<file path="src/hw/rtl/bgr_pkg.sv">
// shared types and constants for the block group reverser
// no dependencies; used by bgr_cell and block_group_reverser
`default_nettype none

package bgr_pkg;

	// largest group that the cell chain can hold
	localparam int MaxGroup = 16;
	// bits of an index into the chain, and of a count up to MaxGroup
	localparam int IdxW = (MaxGroup > 1) ? $clog2(MaxGroup) : 1;
	localparam int CntW = $clog2(MaxGroup + 1);

	typedef logic signed [31:0] value_t;

	typedef struct packed {
		value_t value;
		logic   list_end;
	} item_t;

	typedef struct packed {
		value_t out_value;
		logic   run_last;
		logic   out_list_end;
	} result_t;

	// per-cycle move of the whole chain
	typedef struct packed {
		logic shift_up;
		logic shift_down;
	} cell_ctrl_t;

	typedef enum logic [0:0] {
		ST_IDLE,
		ST_EMIT
	} state_t;

endpackage

`default_nettype wire

</file>
<file path="src/hw/rtl/bgr_cell.sv">
// one storage cell of the reversing chain
// depends on bgr_pkg for the value and control types
`default_nettype none

module bgr_cell (
	input  wire                 clk,
	input  bgr_pkg::cell_ctrl_t ctrl,
	input  bgr_pkg::value_t     up_in,
	input  bgr_pkg::value_t     dn_in,
	output bgr_pkg::value_t     value
);
	import bgr_pkg::*;

	value_t val_q;

	// up takes the lower neighbor, down takes the upper neighbor
	always_ff @(posedge clk) begin
		if (ctrl.shift_up) begin
			val_q <= up_in;
		end else if (ctrl.shift_down) begin
			val_q <= dn_in;
		end
	end

	assign value = val_q;

endmodule

`default_nettype wire

</file>
<file path="src/hw/rtl/block_group_reverser.sv">
// block group reverser: reverses a value stream in groups of group_size
// the first result of a group is presented in the cycle after the request that completes it
// throughput: one request per cycle while a group fills; a group's results leave one at a time,
//   set by the single read point of the cell chain, and no request is taken meanwhile
// reset: arst_n clears the fill count and control and sets group_size to 1; cells hold no reset
`default_nettype none

module block_group_reverser (
	input  wire              clk,
	input  wire              arst_n,
	input  wire              cfg_we,
	input  wire [4:0]        cfg_wdata,
	input  wire              item_valid,
	output logic             item_ready,
	input  bgr_pkg::item_t   item,
	output logic             result_valid,
	input  wire              result_ready,
	output bgr_pkg::result_t result
);
	import bgr_pkg::*;

	// configuration
	logic [4:0] group_size_q;

	// control state
	state_t          state_q, state_d;
	logic [IdxW-1:0] fill_q;      // values buffered in the current group
	logic [IdxW-1:0] last_idx_q;  // chain position of the oldest value while emitting
	logic [CntW-1:0] rem_q;       // results still to deliver
	logic            rev_q;       // full group: newest first
	logic            end_q;       // the request that closed the group ended the list

	// chain
	cell_ctrl_t      ctrl;
	value_t          cell_val [MaxGroup];

	logic            item_acc;
	logic            result_acc;
	logic [CntW-1:0] k_eff;
	logic [CntW-1:0] n_new;
	logic            full_grp;
	logic            emit;
	logic [IdxW-1:0] rd_idx;

	assign item_acc   = item_valid && item_ready;
	assign result_acc = result_valid && result_ready;

	// effective group size: zero acts as one, clamp at the chain length
	always_comb begin
		if (group_size_q == 5'd0) begin
			k_eff = CntW'(1);
		end else if ({27'd0, group_size_q} > 32'(MaxGroup)) begin
			k_eff = CntW'(MaxGroup);
		end else begin
			k_eff = CntW'(group_size_q);
		end
	end

	// count including the value of this request
	assign n_new    = CntW'(fill_q) + CntW'(1);
	assign full_grp = n_new >= k_eff;
	assign emit     = full_grp || item.list_end;

	always_ff @(posedge clk or negedge arst_n) begin
		if (!arst_n) begin
			group_size_q <= 5'd1;
		end else if (cfg_we) begin
			group_size_q <= cfg_wdata;
		end
	end

	// next state
	always_comb begin
		state_d = state_q;
		case (state_q)
			ST_IDLE: begin
				if (item_acc && emit) begin
					state_d = ST_EMIT;
				end
			end
			ST_EMIT: begin
				if (result_acc && rem_q == CntW'(1)) begin
					state_d = ST_IDLE;
				end
			end
			default: state_d = ST_IDLE;
		endcase
	end

	// outputs of the state machine
	always_comb begin
		item_ready      = 1'b0;
		result_valid    = 1'b0;
		ctrl.shift_up   = 1'b0;
		ctrl.shift_down = 1'b0;
		case (state_q)
			ST_IDLE: begin
				item_ready    = 1'b1;
				ctrl.shift_up = item_valid;
			end
			ST_EMIT: begin
				result_valid    = 1'b1;
				// in-order drain pushes toward the oldest slot, reversed drain toward slot 0
				ctrl.shift_up   = result_ready && !rev_q;
				ctrl.shift_down = result_ready && rev_q;
			end
			default: begin
				item_ready = 1'b0;
			end
		endcase
	end

	always_ff @(posedge clk or negedge arst_n) begin
		if (!arst_n) begin
			state_q    <= ST_IDLE;
			fill_q     <= '0;
			last_idx_q <= '0;
			rem_q      <= '0;
			rev_q      <= 1'b0;
			end_q      <= 1'b0;
		end else begin
			state_q <= state_d;
			if (item_acc) begin
				if (emit) begin
					fill_q     <= '0;
					last_idx_q <= fill_q;
					rem_q      <= n_new;
					rev_q      <= full_grp;
					end_q      <= item.list_end;
				end else begin
					fill_q <= fill_q + IdxW'(1);
				end
			end else if (result_acc) begin
				rem_q <= rem_q - CntW'(1);
			end
		end
	end

	// row of cells; while a group fills, slot 0 holds the newest value
	for (genvar i = 0; i < MaxGroup; i++) begin : g_cell
		value_t up_in;
		value_t dn_in;

		if (i == 0) begin : g_first
			assign up_in = item.value;
		end else begin : g_mid_up
			assign up_in = cell_val[i-1];
		end

		if (i == MaxGroup - 1) begin : g_last
			assign dn_in = '0;
		end else begin : g_mid_dn
			assign dn_in = cell_val[i+1];
		end

		bgr_cell u_cell (
			.clk   (clk),
			.ctrl  (ctrl),
			.up_in (up_in),
			.dn_in (dn_in),
			.value (cell_val[i])
		);
	end

	// read point: slot 0 when reversed, the oldest slot when in order
	assign rd_idx = rev_q ? '0 : last_idx_q;

	assign result.out_value    = cell_val[rd_idx];
	assign result.run_last     = rem_q == CntW'(1);
	assign result.out_list_end = (rem_q == CntW'(1)) && end_q;

	// a closed group must start delivering on the next cycle
	a_emit_starts: assert property (@(posedge clk) disable iff (!arst_n)
		(item_acc && emit) |=> result_valid)
		else $error("group closed but no result presented");

	// while results are pending there is at least one left to send
	a_rem_nonzero: assert property (@(posedge clk) disable iff (!arst_n)
		result_valid |-> (rem_q != '0))
		else $error("result presented with empty count");

	// the last result of a group ends the drain
	a_last_ends: assert property (@(posedge clk) disable iff (!arst_n)
		(result_acc && result.run_last) |=> (!result_valid && item_ready))
		else $error("drain did not stop after last result");

	// no new request is taken while a group drains
	a_no_overlap: assert property (@(posedge clk) disable iff (!arst_n)
		result_valid |-> !item_ready)
		else $error("request taken during drain");

endmodule

`default_nettype wire

</file>
<file path="config.mk">
export PLATFORM = sky130hd
export DESIGN_NAME = block_group_reverser
export DESIGN_NICKNAME = d
export VERILOG_FILES = /design/src/hw/rtl/bgr_pkg.sv /design/src/hw/rtl/bgr_cell.sv /design/src/hw/rtl/block_group_reverser.sv
export SDC_FILE = /design/constraint.sdc
export NUM_CORES = 1
export LEC_CHECK = 0
export BUFFER_PORTS_ARGS = -buffer_cell sky130_fd_sc_hd__buf_2
export CORE_MARGIN = 2
export CORE_UTILIZATION = 35
export DETAILED_ROUTE_END_ITERATION = 8
export HOLD_SLACK_MARGIN = 0.03
export PLACE_DENSITY = 0.63
export SYNTH_ARGS = -nofsm -noshare
export SYNTH_HDL_FRONTEND = slang
export SYNTH_SLANG_ARGS = --single-unit
</file>
<file path="constraint.sdc">
create_clock -name clk -period 12.1 [get_ports clk]
set_input_delay 0.605 -clock clk [delete_from_list [all_inputs] [get_ports clk]]
set_output_delay 0.605 -clock clk [all_outputs]
set_load 0.01 [all_outputs]
</file>
==> Yosys cells after proc, flatten, opt, wreduce, memory -nomap -nowiden <==
Index checks and enable logic that the tools add are counted.
{ "totals": {"register_bits": 533, "wordCells": 96, "inputBits": 43} }
{ "classes": {"muxes": 49, "n_reduce_logical": 14, "bitwise_logic": 2, "n_addsub": 3, "order_cmp": 3, "eq_ne": 2} }
{ "op_table": {"columns": ["operator", "count"], "rows": [
  ["32-bit 2-to-1 mux", 34],
  ["32-bit binary-select mux with 4-bit select", 1],
  ["5-bit 2-to-1 mux", 5],
  ["4-bit 2-to-1 mux", 2],
  ["1-bit logical AND", 7],
  ["4-bit by 1-bit adder with 5-bit output (second input constant)", 1],
  ["5-bit by 1-bit == test with 1-bit output (second input constant)", 1],
  ["5-bit greater-or-equal comparator", 1],
  ["5-bit greater-or-equal comparator (second input constant)", 1],
  ["5-bit > comparator (second input constant)", 1],
  ["5-bit logical NOT", 1],
  ["1-bit 2-to-1 mux", 5],
  ["4-bit inverter with 5-bit output", 1],
  ["5-bit by 1-bit subtractor with 5-bit output (second input constant)", 1],
  ["4-bit by 1-bit adder with 4-bit output (second input constant)", 1],
  ["1-bit case mux with 2 select lines", 2],
  ["2-bit AND reduction", 2],
  ["2-bit nonzero test", 2],
  ["2-bit by 1-bit != test with 1-bit output (second input constant)", 1],
  ["1-bit logical NOT", 1],
  ["1-bit logical OR", 1],
  ["1-bit inverter", 1]
]} }

==> Longest topological paths before layout <==
{ "depth": {"word_depth": 8, "depth_mapped": 10, "ltp_nobuf": 9} }

==> Modules after synthesis <==
A second synthesis with hierarchy kept.
{ "hier_totals": {"hier_cells": 1959, "hier_area_um2": 29839.9} }
{ "modules_own_cells": {"columns": ["mod", "area_each_um2", "cells_each", "instances"], "rows": [
  ["bgr_cell", 1507.7, 69, 16],
  ["block_group_reverser", 5716.7, 855, 1]
]} }

==> Least setup slack after synthesis <==
No wires, ideal clock.
{ "synth_path": {"kind": "input -> register", "startpoint": "input result_ready", "endpoint": "register g_cell[0].u_cell.val_q[0], enable pin", "setup_slack_ns": -0.631, "arrival_ns": 9.044, "t_required_ns": 8.413, "path_stages": 2, "cell_sequence": "nand2_1 -> nand2_1"} }
{ "synth_via": {"elab_chain_len": 3, "word_cells_on_any_way": 5, "classes_between": "2 x mux; 3 x reduce/logical"} }
{ "synth_rtl": {"columns": ["element", "line_no", "rtl"], "rows": [
  ["start: declaration", "block_group_reverser.sv:17", "input wire result_ready,"],
  ["1-bit logical AND (on tied branches)", "block_group_reverser.sv:104, block_group_reverser.sv:105", null],
  ["1-bit case mux with 2 select lines / 1-bit 2-to-1 mux (equally long branches)", "block_group_reverser.sv:96", "case (state_q)"],
  ["2-bit nonzero test (no line) (*)", null, null],
  ["end signal: assignment", "bgr_cell.sv:19", "val_q <= up_in;"],
  ["end signal: assignment", "bgr_cell.sv:21", "val_q <= dn_in;"],
  ["end: declaration", "bgr_cell.sv:14", "value_t val_q;"]
]} }
Mark *: on every way between the ends. The rest lies on a longest branch, timed or not.
A chain may end at the register's enable or synchronous reset.

==> results.py <==
metrics = {
    "cts": {
        "cts_tree": "done",
        "clk-insertion-delay-late_ns": 0.62,
        "htree_levels": 2,
        "cts_buffer_depth": 3,
        "cts.reportedPaths.clkPinSlew_ns": 0.06,
        "cts_sinks": 533,
        "cts_root_buf": "clkbuf_16",
        "numCtsBuffers": 55,
    },
    "critical_path": {
        "worstPathMaxFanout": 38,
        "critPathKind": "flop to output pin",
        "timing.critical_path.required_ns": 11.49,
        "critPathLaunchType": "flop",
        "critPathArrivalTime_ns": 4.70,
        "critPathCaptureType": "output pin",
    },
    "cells_and_area": {
        "diodes": 0,
        "drive_gt1_frac": 0.343,
        "syn2layout_area_growth_pct": 9.94,
        "stdcell_count": 2998,
        "final_common_cell": "edfxtp_1",
        "layout.nets": 1970,
        "mostFrequentLayoutCells": "edfxtp_1 (512), mux2_2 (489), nand2_1 (112), o21ai_0 (83), buf_2 (78)",
        "fill_cells": 7157,
        "final_util": 0.388,
    },
    "global_routing": {
        "busiest_layer": "met2",
        "use_met2": 0.250,
        "grt_pass1_wl_um": 95700,
        "grt_usage": 0.148,
        "grt.met3_usage": 0.0218,
        "overflow": 0,
        "antenna_found_initial": 3,
        "grt_pass1_vias": 16700,
        "grtUsageMet1": 0.195,
        "grt_max_degree": 186,
    },
    "timing": {
        "finalCritPeriodShare": 0.439,
        "final_max_slew_viol_count": 0,
        "fin_tns_setup_ns": 0,
        "clock-skew-final_ns": 0.0224,
        "grt_setup_unrepaired": "no",
        "maxSlewHeadroom": 0.209,
        "max_freq_mhz": 188,
        "worst_pin_slew_ns": 1.19,
        "hold_viol": 0,
        "setup_viol": 0,
        "fin_crit_ns": 5.31,
    },
    "power": {
        "p_per_area_mw_per_mm2": 308,
        "peakVddDrop_mv": 0.145,
        "power_w": 0.00922,
        "leakagePower_nw": 10.3,
    },
    "drt": {
        "wl_per_cell_um": 20.2,
        "drtIter0Drc": 1463,
        "dr.pass1.iters": 8,
        "wirelength_um": 60700,
        "drcViolationCount": 0,
        "drtAntennaViolNets": 0,
        "vias": 16200,
        "vias_per_cell": 5.40,
    },
    "synthesis": {
        "syn_inst": 1905,
        "seq_area_frac_synth": 0.584,
        "synth_cell_type_count": 48,
        "synth_seq_cells": 533,
        "syn_area_per_cell_sq_um": 14.3,
        "synth_edf_count": 512,
        "async_flop_share": 0.0394,
        "synth_area_sq_mm": 0.0272,
        "syn-num-nets": 1956,
        "yosysWarnings": 0,
        "ys.flop_type": "edfxtp_1",
    },
    "worst_hold_path": {
        "hp-class": "input pin to flop",
    },
    "floorplan": {
        "dieArea_sq_mm": 0.0800,
        "fp.dieH_um": 283,
        "floorplan.initialDensity": 0.353,
        "io_pins": 79,
        "num_rows": 102,
        "fp.dieW_um": 283,
        "core_area_sq_mm": 0.0772,
    },
    "placed_design": {
        "dp_hpwl_um": 33200,
        "dp_cells": 2901,
        "gp_congestion": 0.720,
        "io_buffers": 78,
    },
    "outcome": {
        "status": "complete, no violations",
    },
    "run": {
        "drv_cap": 0,
    },
}
==> flip-flops by register name (all words and copies together) (netlist names) <==
name	cells
g_cell.u_cell.value	512
rev_q	1
state_q	1
rem_q	5
group_size_q	5
end_q	1
fill_q	4
last_idx_q	4
==> Yosys cell counts, drive strengths merged, types with 31 or more instances <==
master	n	area share
and2	35	0.0080
nand2	113	0.016
buf	105	0.027
clkbuf	41	0.0057
or3	32	0.0074
mux2	518	0.21
a222oi	31	0.011
nor2b	39	0.0090
nor2	36	0.0050
edfxtp	512	0.56
mux2i	64	0.024
nand2b	69	0.016
a221oi	62	0.020
o21ai	102	0.019
a211oi	67	0.018
==> cell type report <==
type / instances / area, sq um / share of cell area
clock inverter: 21 / 131 / 0.00439
tap: 1040 / 1300 / 0.0435
sequential: 533 / 15900 / 0.532
inverter: 5 / 18.8 / 0.000627
clock buffer: 75 / 1490 / 0.0499
timing repair buffer: 103 / 606 / 0.0202
multi-input combinational: 1221 / 10500 / 0.350
==> power breakdown <==
group          internal [W]  leakage, nW  switching [W]
logic               0.00172         4.25        0.00171
registers           0.00349         5.23       0.000717
clock network      0.000879        0.788       0.000705
==> path summary, 6_finish.rpt <==
path                                      start                         end  slack (ns)  depth (start not counted)
worst max-delay path                      rev_q                  result[30]        6.79                          7
worst min-delay path               cfg_wdata[4]             group_size_q[4]        0.24                          3
worst max register to register            rev_q  g_cell[6].u_cell.value[17]        7.39                          6
worst min register to register  group_size_q[2]             group_size_q[2]        0.55                          1
max in group asynchronous                arst_n               last_idx_q[1]       11.24                          2
min in group asynchronous                arst_n                     state_q        0.49                          2
==> timing repair <==
| item | CTS | global route |
|---|---|---|
| buffers inserted | 0 | 0 |
| hold endpoints to repair | 20 | 0 |
| hold buffers | 1 | 0 |
| resized for setup | 0 | 0 |
==> per-stage QoR <==
step	hold WS, ns	area (sq um)	setup slack (ns)
2_1_floorplan	0.309	27200	4.60
3_3_place_gp	0.532	28300	7.39
3_5_place_dp	0.534	28300	7.40
4_1_cts	0.190	29900	6.73
5_1_grt	0.221	29900	6.56
6_report	0.240	29900	6.79
==> routing by layer <==
layer | vias up | part of all wire | wire length (um)
li1 | 7450 | - | -
met1 | 8231 | 0.43 | 26300
met2 | 408 | 0.49 | 29700
met3 | 106 | 0.052 | 3140
met4 | 2 | 0.025 | 1540
met5 | - | 0.00026 | 16
==> cell families after synthesis <==
kind of cell               synth area share
muxes                                 0.239
DFF                                   0.584
and+or+nand+nor                      0.0648
AOI/OAI and AO/OA                    0.0749
buffers and inverters                0.0332
adders and majority gates           0.00368
xor gates and xnor gates           0.000644
==> critical path, stage by stage (launching register included) <==
cell      delay, ns
dfrtp_2        0.92
buf_4          0.58
nand2b_4       0.73
buf_4          0.74
mux2i_1        0.26
a211oi_1       0.09
or3_1          0.52
buf_2          0.19
Note: power is estimated with default switching activity, not from simulation.
